**src/rtl/core/u2c_pkg.sv**
```systemverilog
// u2c_pkg: shared types and constants for the unix time to calendar block
// used by u2c_ctrl, u2c_dp, unix_time_to_calendar and tb_top; no dependencies
package u2c_pkg;

	// conversion limits and calendar constants
	localparam logic [31:0] TS_LIMIT     = 32'd2147483000;
	localparam logic [16:0] SECS_PER_DAY = 17'd86400;
	localparam logic [16:0] SECS_PER_HR  = 17'd3600;
	localparam logic [16:0] SECS_PER_MIN = 17'd60;
	localparam logic [10:0] EPOCH_YEAR   = 11'd1970;
	localparam logic [6:0]  EPOCH_MOD100 = 7'd70;
	localparam logic [8:0]  EPOCH_MOD400 = 9'd370;
	localparam logic [8:0]  DAYS_LEAP    = 9'd366;
	localparam logic [8:0]  DAYS_COMMON  = 9'd365;
	localparam logic [3:0]  MONTH_JAN    = 4'd1;
	localparam logic [3:0]  MONTH_FEB    = 4'd2;
	localparam logic [3:0]  MONTH_DEC    = 4'd12;

	// reciprocals for the constant divisions, rounded up, exact over the operand range
	// days: (ts >> 7) / 675 as a product shifted down by 35
	// hours: (sod >> 4) / 225 as a product shifted down by 21
	// minutes: (rem >> 2) / 15 as a product shifted down by 14
	localparam logic [25:0] RECIP_DAY = 26'd50903317;
	localparam logic [13:0] RECIP_HR  = 14'd9321;
	localparam logic [10:0] RECIP_MIN = 11'd1093;

	// datapath operations
	typedef enum logic [3:0] {
		OP_NOP,
		OP_LOAD,
		OP_DAYQ,
		OP_SOD,
		OP_HRQ,
		OP_MINR,
		OP_MINQ,
		OP_SEC,
		OP_YEAR,
		OP_MONTH,
		OP_EMIT
	} op_t;

	typedef struct packed {
		op_t op;
	} cmd_t;

	typedef struct packed {
		logic ok;
		logic year_done;
		logic month_done;
	} sts_t;

	// days in a common-year month
	function automatic logic [4:0] month_len(input logic [3:0] mon);
		logic [4:0] len;
		begin
			unique case (mon)
				4'd2:                   len = 5'd28;
				4'd4, 4'd6, 4'd9, 4'd11: len = 5'd30;
				default:                len = 5'd31;
			endcase
			return len;
		end
	endfunction

endpackage

```
**src/rtl/core/u2c_dp.sv**
```systemverilog
// u2c_dp: datapath with reciprocal multipliers for the constant divisions,
// year and month steppers, and the result register; depends on u2c_pkg
module u2c_dp import u2c_pkg::*; (
	input  logic        clk,
	input  logic        arst_n,
	input  cmd_t        cmd,
	output sts_t        sts,
	input  logic [31:0] timestamp,
	output logic        ok,
	output logic [10:0] year,
	output logic [3:0]  month,
	output logic [4:0]  day,
	output logic [4:0]  hour,
	output logic [5:0]  minute,
	output logic [5:0]  second
);

	logic [31:0] ts_q;
	logic [14:0] days_q;
	logic [16:0] sod_q;
	logic [11:0] rem_q;
	logic [10:0] year_q;
	logic [6:0]  mod100_q;
	logic [8:0]  mod400_q;
	logic [3:0]  mon_q;
	logic [4:0]  hour_q;
	logic [5:0]  min_q;
	logic [5:0]  sec_q;
	logic        ok_q;

	logic [50:0] day_prod;
	logic [16:0] day_secs;
	logic [26:0] hr_prod;
	logic [11:0] hr_secs;
	logic [20:0] min_prod;
	logic [5:0]  min_secs;
	logic        leap;
	logic [8:0]  ylen;
	logic [4:0]  mlen;

	// quotients by reciprocal multiplication, remainders kept modulo their range
	always_comb begin
		day_prod = {26'd0, ts_q[31:7]} * {25'd0, RECIP_DAY};
		day_secs = {2'd0, days_q} * SECS_PER_DAY;
		hr_prod  = {14'd0, sod_q[16:4]} * {13'd0, RECIP_HR};
		hr_secs  = {7'd0, hour_q} * SECS_PER_HR[11:0];
		min_prod = {11'd0, rem_q[11:2]} * {10'd0, RECIP_MIN};
		min_secs = min_q * SECS_PER_MIN[5:0];
	end

	// full gregorian leap rule from running year residues
	always_comb begin
		leap = (year_q[1:0] == 2'd0) && ((mod100_q != 7'd0) || (mod400_q == 9'd0));
		ylen = leap ? DAYS_LEAP : DAYS_COMMON;
		mlen = month_len(mon_q) + {4'd0, (mon_q == MONTH_FEB) && leap};
	end

	assign sts.ok         = ok_q;
	assign sts.year_done  = {1'b0, days_q} < {7'd0, ylen};
	assign sts.month_done = (days_q < {10'd0, mlen}) || (mon_q >= MONTH_DEC);

	// working registers
	always_ff @(posedge clk) begin
		case (cmd.op)
			OP_LOAD: begin
				ts_q     <= timestamp;
				year_q   <= EPOCH_YEAR;
				mod100_q <= EPOCH_MOD100;
				mod400_q <= EPOCH_MOD400;
				mon_q    <= MONTH_JAN;
			end
			OP_DAYQ: begin
				days_q <= day_prod[49:35];
			end
			OP_SOD: begin
				sod_q <= ts_q[16:0] - day_secs;
			end
			OP_HRQ: begin
				hour_q <= hr_prod[25:21];
			end
			OP_MINR: begin
				rem_q <= sod_q[11:0] - hr_secs;
			end
			OP_MINQ: begin
				min_q <= min_prod[19:14];
			end
			OP_SEC: begin
				sec_q <= rem_q[5:0] - min_secs;
			end
			OP_YEAR: begin
				if (!sts.year_done) begin
					days_q   <= days_q - {6'd0, ylen};
					year_q   <= year_q + 11'd1;
					mod100_q <= (mod100_q == 7'd99) ? 7'd0 : mod100_q + 7'd1;
					mod400_q <= (mod400_q == 9'd399) ? 9'd0 : mod400_q + 9'd1;
				end
			end
			OP_MONTH: begin
				if (!sts.month_done) begin
					days_q <= days_q - {10'd0, mlen};
					mon_q  <= mon_q + 4'd1;
				end
			end
			default: begin
			end
		endcase
	end

	// range check flag
	always_ff @(posedge clk or negedge arst_n) begin
		if (!arst_n) begin
			ok_q <= 1'b0;
		end else if (cmd.op == OP_LOAD) begin
			ok_q <= timestamp <= TS_LIMIT;
		end
	end

	// result register, zeroed on reject
	always_ff @(posedge clk) begin
		if (cmd.op == OP_EMIT) begin
			ok     <= ok_q;
			year   <= ok_q ? year_q : '0;
			month  <= ok_q ? mon_q : '0;
			day    <= ok_q ? days_q[4:0] + 5'd1 : '0;
			hour   <= ok_q ? hour_q : '0;
			minute <= ok_q ? min_q : '0;
			second <= ok_q ? sec_q : '0;
		end
	end

endmodule

```
**src/rtl/core/u2c_ctrl.sv**
```systemverilog
// u2c_ctrl: one-hot controller sequencing the conversion steps
// and the input and output handshakes; depends on u2c_pkg
module u2c_ctrl import u2c_pkg::*; (
	input  logic clk,
	input  logic arst_n,
	input  logic in_valid,
	output logic in_stall,
	output logic out_valid,
	input  logic out_stall,
	input  sts_t sts,
	output cmd_t cmd
);

	typedef enum logic [9:0] {
		S_IDLE  = 10'b0000000001,
		S_DAYQ  = 10'b0000000010,
		S_SOD   = 10'b0000000100,
		S_HRQ   = 10'b0000001000,
		S_MINR  = 10'b0000010000,
		S_MINQ  = 10'b0000100000,
		S_SEC   = 10'b0001000000,
		S_YEAR  = 10'b0010000000,
		S_MONTH = 10'b0100000000,
		S_EMIT  = 10'b1000000000
	} state_t;

	state_t     state_q, state_d;
	logic       out_valid_q;
	logic       emit;

	assign in_stall  = state_q != S_IDLE;
	assign out_valid = out_valid_q;
	assign emit      = (state_q == S_EMIT) && (!out_valid_q || !out_stall);

	// next state and datapath command
	always_comb begin
		state_d = state_q;
		cmd.op  = OP_NOP;
		unique case (state_q)
			S_IDLE: begin
				if (in_valid) begin
					cmd.op  = OP_LOAD;
					state_d = S_DAYQ;
				end
			end
			S_DAYQ: begin
				if (!sts.ok) begin
					state_d = S_EMIT;
				end else begin
					cmd.op  = OP_DAYQ;
					state_d = S_SOD;
				end
			end
			S_SOD: begin
				cmd.op  = OP_SOD;
				state_d = S_HRQ;
			end
			S_HRQ: begin
				cmd.op  = OP_HRQ;
				state_d = S_MINR;
			end
			S_MINR: begin
				cmd.op  = OP_MINR;
				state_d = S_MINQ;
			end
			S_MINQ: begin
				cmd.op  = OP_MINQ;
				state_d = S_SEC;
			end
			S_SEC: begin
				cmd.op  = OP_SEC;
				state_d = S_YEAR;
			end
			S_YEAR: begin
				cmd.op = OP_YEAR;
				if (sts.year_done) begin
					state_d = S_MONTH;
				end
			end
			S_MONTH: begin
				cmd.op = OP_MONTH;
				if (sts.month_done) begin
					state_d = S_EMIT;
				end
			end
			S_EMIT: begin
				if (emit) begin
					cmd.op  = OP_EMIT;
					state_d = S_IDLE;
				end
			end
			default: begin
				state_d = S_IDLE;
			end
		endcase
	end

	// state and output valid
	always_ff @(posedge clk or negedge arst_n) begin
		if (!arst_n) begin
			state_q     <= S_IDLE;
			out_valid_q <= 1'b0;
		end else begin
			state_q <= state_d;
			if (emit) begin
				out_valid_q <= 1'b1;
			end else if (!out_stall) begin
				out_valid_q <= 1'b0;
			end
		end
	end

endmodule

```
**src/rtl/core/unix_time_to_calendar.sv**
```systemverilog
// unix_time_to_calendar: 32-bit unix timestamp to gregorian date and time of day
// accept loads the timestamp, then six multiply steps, the year and month loops (one step
// a cycle) and the result load, which waits for a free output; rejects skip from the day
// step to it; one transaction at a time, next accept in the cycle after the result loads
// reset: arst_n asynchronous active low, clears controller, output valid and range flag only
// depends on u2c_pkg, u2c_ctrl, u2c_dp
module unix_time_to_calendar import u2c_pkg::*; (
	input  logic        clk,
	input  logic        arst_n,
	input  logic        in_valid,
	output logic        in_stall,
	input  logic [31:0] timestamp,
	output logic        out_valid,
	input  logic        out_stall,
	output logic        ok,
	output logic [10:0] year,
	output logic [3:0]  month,
	output logic [4:0]  day,
	output logic [4:0]  hour,
	output logic [5:0]  minute,
	output logic [5:0]  second
);

	cmd_t cmd;
	sts_t sts;

	// sequencer
	u2c_ctrl u_ctrl (
		.clk       (clk),
		.arst_n    (arst_n),
		.in_valid  (in_valid),
		.in_stall  (in_stall),
		.out_valid (out_valid),
		.out_stall (out_stall),
		.sts       (sts),
		.cmd       (cmd)
	);

	// arithmetic and result register
	u2c_dp u_dp (
		.clk       (clk),
		.arst_n    (arst_n),
		.cmd       (cmd),
		.sts       (sts),
		.timestamp (timestamp),
		.ok        (ok),
		.year      (year),
		.month     (month),
		.day       (day),
		.hour      (hour),
		.minute    (minute),
		.second    (second)
	);

endmodule

```
**config.mk**
```make
export PLATFORM = sky130hd
export DESIGN_NAME = unix_time_to_calendar
export DESIGN_NICKNAME = d
export VERILOG_FILES = /design/src/rtl/core/u2c_pkg.sv /design/src/rtl/core/u2c_dp.sv /design/src/rtl/core/u2c_ctrl.sv /design/src/rtl/core/unix_time_to_calendar.sv
export SDC_FILE = /design/constraint.sdc
export NUM_CORES = 1
export LEC_CHECK = 0
export BUFFER_PORTS_ARGS = -buffer_cell sky130_fd_sc_hd__buf_2
export CAP_MARGIN = 20
export CORE_MARGIN = 2
export CORE_UTILIZATION = 53
export CTS_CLUSTER_DIAMETER = 30
export DETAILED_ROUTE_END_ITERATION = 6
export GPL_ROUTABILITY_DRIVEN = 0
export PLACE_DENSITY = 0.66
export SYNTH_ARGS = -nofsm -noshare
export SYNTH_HDL_FRONTEND = slang
export SYNTH_SLANG_ARGS = --single-unit
```
**constraint.sdc**
```tcl
create_clock -name clk -period 8.15 [get_ports clk]
set_clock_uncertainty 0.05 [all_clocks]
set_input_delay 0.4075 -clock clk [delete_from_list [all_inputs] [get_ports clk]]
set_output_delay 0.4075 -clock clk [all_outputs]
set_load 0.02 [all_outputs]
```
-- Yosys cells after proc, flatten, opt, wreduce, memory -nomap -nowiden
Index checks and enable logic that the tools add are counted.
W data, S select, Z words.
- input port bits: 36
- output and inout port bits: 40
- register bits: 174
- mux-type cells: 27
- $lt $le $gt $ge: 4
- $add $sub $neg: 11
- $mul: 6
- reductions and logical operators: 19
- equality and inequality tests: 35
- operators with widths (kind ; count):
    $pmux W10 S10 ; 1
    $mul A25 B26 Y50 const B ; 1
    $mux W10 ; 5
    $pmux W15 S3 ; 1
    $pmux W4 S10 ; 1
    $le A32 B31 Y1 const B ; 1
    $mux W15 ; 2
    $mul A13 B14 Y26 const B ; 1
    $eq A4 B3 Y1 const B ; 6
    $pmux W11 S2 ; 1
    $eq A4 B4 Y1 const B ; 5
    $mul A10 B11 Y20 const B ; 1
    $mux W9 ; 2
    $pmux W9 S2 ; 1
    $sub A17 B17 Y17 ; 1
    $lt A15 B5 Y1 ; 1
    $lt A15 B9 Y1 ; 1
    $mul A15 B10 Y10 const B ; 1
    $sub A15 B5 Y15 ; 1
    $sub A15 B9 Y15 ; 1
    $mux W7 ; 2
    $pmux W7 S2 ; 1
    $eq A4 B2 Y1 const B ; 3
    $sub A12 B12 Y12 ; 1
    other kinds (44) ; 60

-- Longest topological paths before layout
Gate-level depths: netlist of run 1.
- depth after elaboration: 9
- gate-level depth with buffers: 25
- mapped depth without buffers: 25

-- Cells and area by module
From an unflattened synthesis of run 1, not the netlist that was laid out.
- cells, all modules: 2101
- area total of the unflattened synthesis: 22133.7 um^2
- by module, submodules not included (module ; sequential area each (um^2) ; area each (um^2) ; cells each ; instances):
    u2c_dp ; 4889.7 ; 21394.3 ; 2020 ; 1
    u2c_ctrl ; 276.5 ; 739.5 ; 81 ; 1

-- Worst setup path before layout of run 1
Ideal clock, no wire load.
- path kind: reg2reg
- start point: reg u_dp.ts_q[30]
- end point: reg u_dp.days_q[12] (data pin)
- clock period less this slack: 6.347 ns
- cell stages (with the launch flop): 23
- path buffers: 1
- library setup time: 0.273 ns
- path slack: 1.803 ns
- arrival time: 6.024 ns
- required time: 7.827 ns
- cells stage by stage: edfxtp_1 fa_1 inv_1 fa_1 inv_1 fa_1 inv_1 fa_1 inv_1 fa_1 fa_1 ha_1 ha_1 buf_2 and3_1 and4_4 and2_1 o2111ai_1 nand4b_1 and4_4 a2111oi_4 xor2_1 o221ai_1
- cells in the longest elaborated chain, start to end: 2
- RTL lines (element ; line ; text):
    start: declaration ; u2c_dp.sv:18 ; logic [31:0] ts_q;
    start signal: assignment ; u2c_dp.sv:66 ; ts_q <= timestamp;
    $mul A25 B26 Y50 ; u2c_dp.sv:43 ; day_prod = {26'd0, ts_q[31:7]} * {25'd0, RECIP_DAY};
    $pmux W15 S3 ; u2c_dp.sv:64 ; case (cmd.op)
    end signal: assignment ; u2c_dp.sv:73 ; days_q <= day_prod[49:35];
    end signal: assignment ; u2c_dp.sv:92 ; days_q <= days_q - {6'd0, ylen};
    end signal: assignment ; u2c_dp.sv:100 ; days_q <= days_q - {10'd0, mlen};
    end: declaration ; u2c_dp.sv:19 ; logic [14:0] days_q;
Every way passes these cells.
A chain may end at the register's enable or synchronous reset.

-- Worst setup path in the final report of run 1
- start point: reg u_dp.ts_q[12]
- end point: reg u_dp.days_q[7] (data pin)
The elaborated chain is that of the path after synthesis.

==> impl_metrics.py, run 1 <==
metrics = {
    "min_path": {
        "min_to": "u_dp.ts_q[22]$_DFFE_PP_",
        "min_from": "timestamp[22]",
        "hold_depth": 1,
        "hp-class": "in2reg",
    },
    "detailed_routing": {
        "wl_per_cell_um": 18.05,
        "vias": 14551,
        "routed_wl_mm": 48.85,
        "routed_via_density": 5.375,
        "drt_iter0_drc": 876,
        "drc": 0,
        "dr.pass1.iters": 5,
        "ant_nets": 0,
    },
    "clocking": {
        "cts.htree.levels": 4,
        "cts_setup_buffers": 0,
        "cts_made_buffers": 17,
        "clock_latency_ns": 0.46,
        "cts_hold_buffers": 1,
        "cts_buffer_depth": 2,
        "cts.sinks": 174,
        "cts_resized": 0,
        "cts_tree": "done",
        "clk_pin_slew_ns": 0.08,
        "cts_root_buffer": "clkbuf_16",
    },
    "synth": {
        "avgSynthCellArea_sq_um": 10.55,
        "synth_edf_count": 162,
        "synthesis.area_sq_um": 21870,
        "yosysWarnings": 0,
        "yosys-top-cells-area": "ha_1 27%, edfxtp_1 22%, fa_1 21%",
        "synth_fp_nets": 2811,
        "async_reset_ff_share_pct": 6.897,
        "yosys_register_bits": 174,
        "synthCells": 2073,
        "synth.distinct_cells": 74,
        "synth_ff_type": "edfxtp_1",
        "yosys.area.top_type": "ha_1",
        "ys_seq_area_share_pct": 23.62,
        "netlist.area_leader.share_pct": 27.11,
    },
    "layout": {
        "mostFrequentLayoutCell": "inv_1",
        "area_delta_synth_final_pct": 7.888,
        "layout.nets": 2899,
        "nFillCells": 3460,
        "regArea_sq_um": 5166,
        "final_cell_mix": "494 x inv_1, 474 x ha_1, 228 x fa_1",
        "final_layout_size_suffix_gt1_share_pct": 6.762,
        "multi_input_area_sq_um": 14780,
    },
    "global_routing": {
        "grt_max_degree": 27,
        "grt_usage_pct": 23.45,
        "grt_pass1_wl_mm": 79.23,
        "grt_overflow": 0,
        "first_global_vias": 15245,
        "antenna_found_initial": 0,
    },
    "setup_path": {
        "crit_slowest_cell": "edfxtp_1",
        "start_kind": "register",
        "timing.rr.end": "u_dp.days_q[7]$_DFFE_PP_",
        "cpPeakStageDelay_ns": 0.84,
        "cp.arrival_ns": 7.20,
        "path_buf_inv": 6,
        "critical_path_required_ns": 8.28,
        "r2r_slack_ns": 1.08,
        "path_cells": "inv_1 -> ha_1 -> inv_1 -> fa_1 -> ha_1 -> inv_1 -> fa_1 -> inv_1 -> fa_1 -> inv_1 -> fa_1 -> inv_1 -> fa_1 -> ha_1 -> a21oi_1 -> o21ai_0 -> o41ai_1 -> a21oi_1 -> a211oi_2 -> o21ai_1 -> a21oi_2 -> xor2_1 -> o22ai_1",
        "end_kind": "register",
        "worst-setup-path-type": "reg2reg",
        "cp_max_fo": 12,
        "cp_top_family": "adder cells",
        "cp_common_cell": "inv_1",
        "r2r-start": "u_dp.ts_q[12]$_DFFE_PP_",
        "reg2reg_depth": 23,
    },
    "sta": {
        "finalCritPeriodShare_pct": 86.78,
        "min_period_ns": 7.073,
        "rsz0062_at_grt": "no",
        "hold_violations": 0,
        "slew_violations": 0,
        "fmax_mhz": 141.4,
        "setup_viol": 0,
        "worst_pin_slew_ns": 0.9207,
        "maxSlewHeadroom_pct": 38.05,
        "finalSetupTns_ns": 0,
    },
    "floorplan": {
        "die_height_um": 207.2,
        "die_x_um": 207.2,
        "start_util_pct": 53.69,
        "core-area_sq_um": 40740,
        "dieArea_sq_um": 42910,
        "rows": 74,
        "pin_count": 76,
    },
    "job": {
        "drv_cap": 0,
    },
    "outcome": {
        "status": "finished, final reports clean",
    },
    "place": {
        "io_buffers": 75,
        "dp_hpwl_mm": 41.35,
    },
}
## worst register-to-register path, stage by stage (launching register included)
cell      delay [ns]
edfxtp_1        0.84
inv_1           0.28
ha_1            0.41
inv_1           0.09
fa_1            0.45
ha_1            0.28
inv_1           0.06
fa_1            0.50
inv_1           0.05
fa_1            0.49
inv_1           0.06
fa_1            0.53
inv_1           0.06
fa_1            0.42
ha_1            0.34
a21oi_1         0.16
o21ai_0         0.15
o41ai_1         0.45
a21oi_1         0.14
a211oi_2        0.33
o21ai_1         0.17
a21oi_2         0.22
xor2_1          0.17
o22ai_1         0.09
## layer usage
metal  wire [um]  part of all wire, %  global-route usage [%]  vias up
met5           0                    0                       0        -
met4         928                  1.9                   5.985        0
met3        1614                  3.3                   2.744       51
met2       24570                   50                   41.71      275
met1       21740                   45                   30.40     7162
li1            -                    -                       -     7063
## registers in the layout, indices dropped and copies added, names as in the netlist
signal	cells
u_ctrl.out_valid	1
u_ctrl.state_q	10
u_dp.day	5
u_dp.days_q	15
u_dp.hour	5
u_dp.hour_q	5
u_dp.min_q	6
u_dp.minute	6
u_dp.mod100_q	7
u_dp.mod400_q	9
u_dp.mon_q	4
u_dp.month	4
u_dp.ok	1
u_dp.ok_q	1
u_dp.rem_q	12
u_dp.sec_q	6
u_dp.second	6
u_dp.sod_q	17
u_dp.ts_q	32
u_dp.year	11
u_dp.year_q	11
## cell type report
cell class	instances	area share (%)
diodes	1	0.01060
flip-flops and latches	174	21.89
well taps	532	2.821
clock buffers	17	1.803
inverters	495	7.873
multi-input cells	1383	62.64
clock inverters	15	0.7105
repair buffers	90	2.248
## synthesized netlist by cell type, drive strengths merged, types with 3 or more instances
master and n:
o21a 6, xnor2 60, dfrtp 11, nor2 67, o221ai 5, fa 228, ha 474, and3 12
nor3 18, o211ai 6, or2 4, nand2b 6, a31oi 6, nand2 81, nor4b 4, o21ai 52
a221o 3, nand4 22, o2111ai 4, clkbuf 17, a21oi 82, xor2 41, or3 4, o41ai 3
inv 494, o21bai 9, nand3 35, nor4 11, buf 4, a22oi 7, nor2b 10, a21o 32
and2 28, edfxtp 162, nor3b 10, o22ai 9, a221oi 6, and4 4, nand4b 5
## stage by stage
stage | hold WS (ns) | utilization, % | cells | setup WS [ns] | area (sq um)
2_1_floorplan | 0.06191 | - | 2073 | 1.803 | 21870
3_3_place_gp | 0.2663 | 56.31 | 2671 | 1.221 | 22940
3_5_place_dp | 0.2662 | 56.44 | 2673 | 1.102 | 22990
4_1_cts | 0.06294 | 57.92 | 2706 | 1.053 | 23600
5_1_grt | 0.07440 | 57.92 | 2706 | 0.4730 | 23600
6_report | 0.08201 | 57.93 | 2707 | 1.077 | 23600
## logic make-up (layout without fill, tap and decap cells)
group	after synthesis	after routing	share of synthesized area [%]
xor gates and xnor gates	101	101	4.044
and+or+nand+nor	327	327	7.894
buffers and inverters	516	617	8.901
DFF	174	174	23.62
muxes	2	2	0.09153
AOI/OAI and AO/OA	251	251	7.471
adders and majority gates	702	702	47.98
other	0	1	0
## worst max-delay path by stage
stage	start	end	slack [ns]	cells after the start
after floorplan	u_dp.ts_q[30]$_DFFE_PP_	u_dp.days_q[12]$_DFFE_PP_	1.80	22
final	u_dp.ts_q[12]$_DFFE_PP_	u_dp.days_q[7]$_DFFE_PP_	1.08	23
after detailed placement	u_dp.ts_q[12]$_DFFE_PP_	u_dp.days_q[7]$_DFFE_PP_	1.10	23
after global routing	u_dp.ts_q[12]$_DFFE_PP_	u_dp.days_q[7]$_DFFE_PP_	0.47	23
after global placement	u_dp.ts_q[12]$_DFFE_PP_	u_dp.days_q[7]$_DFFE_PP_	1.22	23
after CTS	u_dp.ts_q[12]$_DFFE_PP_	u_dp.days_q[7]$_DFFE_PP_	1.05	23
Power of run 1 is left out: the tool's default activity adds up to more than one toggle a clock period on the data nets, which glitch-free logic cannot reach.
==> run 2: changes to the inputs <==
--- a/config.mk
+++ b/config.mk
@@ -12,7 +12,7 @@
 export CTS_CLUSTER_DIAMETER = 30
 export DETAILED_ROUTE_END_ITERATION = 6
 export GPL_ROUTABILITY_DRIVEN = 0
-export PLACE_DENSITY = 0.66
+export PLACE_DENSITY = 0.69
 export SYNTH_ARGS = -nofsm -noshare
 export SYNTH_HDL_FRONTEND = slang
 export SYNTH_SLANG_ARGS = --single-unit
==> constraint.sdc (replaced) <==
create_clock -name clk -period 5.7 [get_ports clk]
set_clock_uncertainty 0.05 [all_clocks]
set_input_delay 0.285 -clock clk [delete_from_list [all_inputs] [get_ports clk]]
set_output_delay 0.285 -clock clk [all_outputs]
set_load 0.02 [all_outputs]
==> run 2 against run 1 <==
Effect of this change:
- critical path depth unchanged
- worst hold slack worse by 0.0038 ns
- highest routed layer unchanged
- core utilization up 6.2 points
- die area unchanged
- the flow now finishes with violations (setup timing)
- setup slack worse by 1.7 ns
- non-clock buffer count up 228
- global-route usage up 1.9 points
- critical endpoint is now u_dp.days_q[11]$_DFFE_PP_
- sequential share of layout area down 2.1 points
==> impl_metrics.py, run 2 (synthesized netlist as in run 1, its figures left out) <==
metrics = {
    "clocking": {
        "cts.sinks": 174,
        "cts_tree": "done",
        "cts_buffer_depth": 2,
        "clock_latency_ns": 0.48,
        "cts_made_buffers": 17,
        "clk_pin_slew_ns": 0.10,
        "cts_root_buffer": "clkbuf_16",
        "cts.htree.levels": 4,
    },
    "setup_path": {
        "cp_common_cell": "fa_1",
        "start_kind": "register",
        "cp_top_family": "adder cells",
        "path_cells": "buf_4 -> ha_4 -> ha_1 -> inv_1 -> fa_1 -> fa_1 -> fa_1 -> inv_1 -> fa_1 -> inv_1 -> fa_1 -> inv_1 -> ha_4 -> a21oi_4 -> o211ai_1 -> o2111ai_1 -> a31oi_1 -> nand4b_1 -> buf_4 -> a21o_1 -> a21oi_2 -> xor2_1 -> o21ai_1",
        "critical_path_required_ns": 5.85,
        "cp.arrival_ns": 6.48,
        "crit_slowest_cell": "fa_1",
        "path_buf_inv": 6,
        "cpPeakStageDelay_ns": 0.55,
        "cp_max_fo": 5,
        "worst-setup-path-type": "reg2reg",
        "end_kind": "register",
    },
    "sta": {
        "finalCritPeriodShare_pct": 111.1,
        "rsz0062_at_grt": "yes",
        "hold_violations": 0,
        "worst_pin_slew_ns": 0.9977,
        "min_period_ns": 6.334,
        "setup_viol": 15,
        "maxSlewHeadroom_pct": 32.87,
        "fmax_mhz": 157.9,
        "setup_slack_ns": -0.6342,
        "slew_violations": 0,
    },
    "floorplan": {
        "die_height_um": 207.2,
        "pin_count": 76,
        "core-area_sq_um": 40740,
        "die_x_um": 207.2,
        "dieArea_sq_um": 42910,
        "rows": 74,
        "start_util_pct": 53.69,
    },
    "detailed_routing": {
        "drc": 0,
        "routed_via_density": 5.396,
        "wl_per_cell_um": 18.27,
        "drt_iter0_drc": 873,
        "wl_met1_mm": 22.64,
        "dr.pass1.iters": 4,
        "ant_nets": 0,
        "dr_wl_met2_mm": 26.85,
        "wl_met3_mm": 2.058,
        "vias": 15837,
        "routed_wl_mm": 53.62,
        "top_layer": "met4",
    },
    "global_routing": {
        "first_global_vias": 17186,
        "grt_max_degree": 39,
        "grt_overflow": 0,
        "grt_usage_pct": 25.33,
        "antenna_found_initial": 1,
        "grt_pass1_wl_mm": 85.85,
    },
    "layout": {
        "top_regs": "u_dp.ts_q (32), u_dp.sod_q (17), u_dp.days_q (15)",
        "layout.nets": 3127,
        "final_cell_mix": "478 x inv_1, 444 x ha_1, 221 x fa_1",
        "largest_reg_flops": 32,
        "final_layout_size_suffix_gt1_share_pct": 18.44,
        "top_register": "u_dp.ts_q",
        "mostFrequentLayoutCell": "inv_1",
        "area_delta_synth_final_pct": 19.48,
    },
    "outcome": {
        "violations": "setup timing",
        "status": "finished with violations",
    },
    "min_path": {
        "hp-class": "in2reg",
    },
    "job": {
        "drv_cap": 0,
    },
    "place": {
        "io_buffers": 75,
        "dpl_worst_slack_ns": -0.7057,
        "dp_hpwl_mm": 43.86,
    },
}
==> run 2: stage by stage <==
stage | setup TNS [ns] | cell area, sq um | utilization (%) | cells | hold slack [ns]
after floorplan | -0.9943 | 22080 | - | 2073 | -0.06059
after global placement | -6.148 | 24430 | 59.96 | 2841 | 0.1350
after detailed placement | -7.490 | 24450 | 60.03 | 2842 | 0.1346
after CTS | -6.274 | 25790 | 63.30 | 2924 | 0.03688
after global routing | -9.919 | 26130 | 64.15 | 2934 | 0.05044
final | -6.947 | 26140 | 64.15 | 2935 | 0.07825
==> run 2: layout make-up <==
cell class | count | area [sq um]
diodes | 1 | 2.502
clock buffers | 17 | 425.4
clock inverters | 15 | 206.4
fillers | 3162 | 14600
inverters | 495 | 1861
multi-input cells | 1383 | 15450
flip-flops and latches | 174 | 5166
well taps | 532 | 665.6
repair buffers | 318 | 2354
==> run 2: path summary, 6_finish.rpt <==
kind                                    startpoint                             to  slack [ns]  depth (start not counted)
setup / recovery           u_dp.ts_q[17]$_DFFE_PP_      u_dp.days_q[11]$_DFFE_PP_       -0.63                         23
setup reg to reg           u_dp.ts_q[17]$_DFFE_PP_      u_dp.days_q[11]$_DFFE_PP_       -0.63                         23
hold reg to reg            u_dp.sod_q[0]$_DFFE_PN_        u_dp.rem_q[0]$_DFFE_PN_        0.38                          0
hold / removal                       timestamp[31]        u_dp.ts_q[31]$_DFFE_PP_        0.08                          1
min in group asynchronous                   arst_n   u_ctrl.out_valid$_DFFE_PN0P_        0.18                          2
max in group asynchronous                   arst_n  u_ctrl.state_q[0]$_DFFE_PN1P_        5.14                          2
==> run 2: repair_timing <==
action,in CTS,in global routing
gates cloned,0,0
endpoints found under the setup margin,15,15
hold endpoints to repair,43,0
pin swaps,35,30
hold buffers,32,0
buffers inserted,19,12
resized for setup,61,54
==> run 2: metal layers <==
metal,global-route usage (%),up-vias
met2,45.26,355
met4,9.877,0
li1,-,7530
met5,0,-
met3,3.396,115
met1,30.99,7837
Power of run 2 is left out for the same reason.
==> run 3: changes to the inputs <==
--- a/config.mk
+++ b/config.mk
@@ -7,12 +7,15 @@
 export LEC_CHECK = 0
 export BUFFER_PORTS_ARGS = -buffer_cell sky130_fd_sc_hd__buf_2
 export CAP_MARGIN = 20
+export CELL_PAD_IN_SITES_DETAIL_PLACEMENT = 1
+export CELL_PAD_IN_SITES_GLOBAL_PLACEMENT = 1
 export CORE_MARGIN = 2
-export CORE_UTILIZATION = 53
+export CORE_UTILIZATION = 47
 export CTS_CLUSTER_DIAMETER = 30
 export DETAILED_ROUTE_END_ITERATION = 6
 export GPL_ROUTABILITY_DRIVEN = 0
-export PLACE_DENSITY = 0.69
+export PLACE_DENSITY = 0.75
 export SYNTH_ARGS = -nofsm -noshare
 export SYNTH_HDL_FRONTEND = slang
+export SYNTH_HIERARCHICAL = 1
 export SYNTH_SLANG_ARGS = --single-unit
==> run 3 against run 2 <==
Effect of this change:
- the flow still finishes with violations (setup timing)
- sequential share of layout area down 0.40 points
- first-iteration DRC count is 18% lower
- cell count rose by 4.8%
- maximum frequency decreased by 5.9%
- worst hold slack worse by 0.024 ns
==> impl_metrics.py, run 3 <==
metrics = {
    "outcome": {
        "status": "finished with violations",
        "violations": "setup timing",
    },
    "setup_path": {
        "r2r_slack_ns": -1.03,
        "reg2reg_depth": 22,
        "crit_slowest_cell": "fa_1",
        "cp_max_fo": 6,
        "path_buf_inv": 6,
        "critical_path_required_ns": 5.87,
        "cp_top_family": "adder cells",
        "path_cells": "fa_1 -> inv_1 -> fa_1 -> inv_1 -> ha_1 -> inv_1 -> fa_1 -> inv_1 -> fa_1 -> inv_1 -> fa_1 -> fa_1 -> inv_1 -> ha_1 -> and4_4 -> nand4_4 -> nor3_4 -> nor3_4 -> o31ai_4 -> a21oi_2 -> xnor2_1 -> a221o_1",
        "start_kind": "register",
        "cp.arrival_ns": 6.90,
        "end_kind": "register",
        "r2r-start": "u_dp/ts_q[12]$_DFFE_PP_",
        "worst-setup-path-type": "reg2reg",
        "cpPeakStageDelay_ns": 0.62,
        "timing.rr.end": "u_dp/days_q[11]$_DFFE_PP_",
    },
    "min_path": {
        "hold_depth": 1,
        "hp-class": "in2reg",
        "min_from": "timestamp[8]",
        "min_to": "u_dp/ts_q[8]$_DFFE_PP_",
    },
    "synth": {
        "synth_compound_area_share_pct": 8.135,
        "synthesis.area_sq_um": 22130,
        "netlist.area_leader.share_pct": 26.68,
        "yosys_register_bits": 174,
        "yosysWarnings": 6,
        "synthCells": 2101,
        "yosys.area_share.simple_pct": 8.496,
        "synth_ff_type": "edfxtp_1",
        "synth.distinct_cells": 86,
        "synth_mux_area_share_pct": 0.04522,
        "yosysMostFrequentCell": "inv_1",
        "synth_edf_count": 162,
        "synth_fa_ha_area_share_pct": 47.30,
        "yosys.area_share.xor_xnor_pct": 3.720,
        "yosys.area.top_type": "ha_1",
        "ys_seq_area_share_pct": 23.34,
        "async_reset_ff_share_pct": 6.897,
        "synth_top_family_by_area": "adder cells",
        "yosys-top-cells-area": "ha_1 27%, edfxtp_1 22%, fa_1 21%",
        "yosys-top-cells-count": "504 x inv_1, 472 x ha_1, 228 x fa_1",
        "synth_fp_nets": 2837,
        "avgSynthCellArea_sq_um": 10.53,
    },
    "layout": {
        "top_regs": "u_dp/ts_q (32), u_dp/sod_q (17), u_dp/days_q (15)",
        "layout.cells.non_filler": 3076,
        "final_layout_size_suffix_gt1_share_pct": 20.41,
        "mostFrequentLayoutCell": "inv_1",
        "final_cell_mix": "481 x inv_1, 446 x ha_1, 235 x buf_4",
        "antenna_cells": 0,
        "layout.nets": 3192,
        "top_register": "u_dp/ts_q",
        "largest_reg_flops": 32,
        "postLayoutCoreUtil_pct": 57.30,
        "nFillCells": 5020,
        "area_delta_synth_final_pct": 20.51,
    },
    "floorplan": {
        "start_util_pct": 47.54,
        "die_height_um": 221.0,
        "pin_count": 76,
        "core-area_sq_um": 46560,
        "die_x_um": 221.0,
        "rows": 79,
        "dieArea_sq_um": 48850,
    },
    "detailed_routing": {
        "ant_nets": 0,
        "drt_iter0_drc": 720,
        "routed_wl_mm": 67.55,
        "drc": 0,
        "wl_per_cell_um": 21.96,
        "routed_via_density": 5.429,
        "dr.pass1.iters": 5,
        "vias": 16700,
    },
    "sta": {
        "rsz0062_at_grt": "yes",
        "setup_viol": 15,
        "hold_violations": 0,
        "finalCritPeriodShare_pct": 118.0,
        "fmax_mhz": 148.6,
        "hold_ws_ns": 0.05424,
        "maxSlewHeadroom_pct": 33.09,
        "worst_pin_slew_ns": 0.9959,
        "slew_violations": 0,
        "setup_slack_ns": -1.028,
        "min_period_ns": 6.728,
    },
    "clocking": {
        "clock_latency_ns": 0.48,
        "cts_made_buffers": 17,
        "cts.htree.levels": 4,
        "cts_root_buffer": "clkbuf_16",
        "clk_pin_slew_ns": 0.08,
        "cts.sinks": 174,
        "cts_tree": "done",
        "cts_buffer_depth": 2,
    },
    "place": {
        "dp_hpwl_mm": 53.18,
        "io_buffers": 75,
        "dp_cells": 2967,
        "dpl_worst_slack_ns": -0.9659,
    },
    "job": {
        "drv_cap": 0,
    },
    "global_routing": {
        "antenna_found_initial": 0,
        "grt_usage_pct": 26.67,
        "grt_pass1_wl_mm": 100.7,
        "grt_max_degree": 42,
        "grt_overflow": 0,
        "first_global_vias": 18835,
    },
}
-- run 3: what timing repair did --
item,4_1_cts,5_1_grt
endpoints found under the hold margin,40,0
buffers inserted,19,27
gates resized for setup,47,58
hold buffers,29,0
setup endpoints to repair,15,17
pin swaps,46,48
-- run 3: kinds of logic (layout without fill, tap and decap cells) --
kind of cell             count (synthesis)  in the layout
multiplexers                             1              1
XOR/XNOR                                94             94
flip-flops                             174            174
AO/OA/AOI/OAI                          261            261
adder cells (fa/ha/maj)                700            700
AND/OR/NAND/NOR                        349            349
buffers and inverters                  522            890
-- run 3: per-stage QoR --
stage               setup TNS [ns]  instance area (sq um)
global route                -14.30                  26670
global placement            -7.961                  25000
floorplan                   -2.295                  22430
finish                      -12.29                  26670
CTS                         -9.016                  26160
detailed placement          -10.72                  25010
-- run 3: worst reg2reg max path, stage by stage, from the launching register on --
cell	delay, ns
edfxtp_1	0.51
fa_1	0.59
inv_1	0.05
fa_1	0.43
inv_1	0.07
ha_1	0.16
inv_1	0.05
fa_1	0.48
inv_1	0.05
fa_1	0.49
inv_1	0.06
fa_1	0.50
fa_1	0.62
inv_1	0.09
ha_1	0.40
and4_4	0.31
nand4_4	0.14
nor3_4	0.33
nor3_4	0.10
o31ai_4	0.36
a21oi_2	0.10
xnor2_1	0.15
a221o_1	0.36
-- run 3: routing by layer --
layer	share of wire, %	GRT usage, %
met5	0	0
met4	4.9	11.60
met3	3.2	3.758
met2	52	49.13
met1	40	30.67
-- run 3: final cells by class --
class	count	area [sq um]	area share (%)
well taps	607	759.5	2.847
inverters	504	1892	7.092
clock inverters	14	131.4	0.4925
multi-input cells	1405	15670	58.76
repair buffers	354	2624	9.836
clock buffers	18	429.2	1.609
flip-flops and latches	174	5166	19.37
-- run 3: worst max path at each step --
stage / start / end / slack (ns) / cells after the start
2_1_floorplan: u_dp/ts_q[16]$_DFFE_PP_ / u_dp/days_q[13]$_DFFE_PP_ / -0.43 / 21
5_1_grt: u_dp/ts_q[12]$_DFFE_PP_ / u_dp/days_q[11]$_DFFE_PP_ / -1.14 / 22
6_report: u_dp/ts_q[12]$_DFFE_PP_ / u_dp/days_q[11]$_DFFE_PP_ / -1.03 / 22
3_3_place_gp: u_dp/ts_q[22]$_DFFE_PP_ / u_dp/days_q[13]$_DFFE_PP_ / -0.77 / 21
3_5_place_dp: u_dp/ts_q[22]$_DFFE_PP_ / u_dp/days_q[13]$_DFFE_PP_ / -0.97 / 22
4_1_cts: u_dp/ts_q[26]$_DFFE_PP_ / u_dp/days_q[13]$_DFFE_PP_ / -0.86 / 21
Power of run 3 is left out for the same reason.
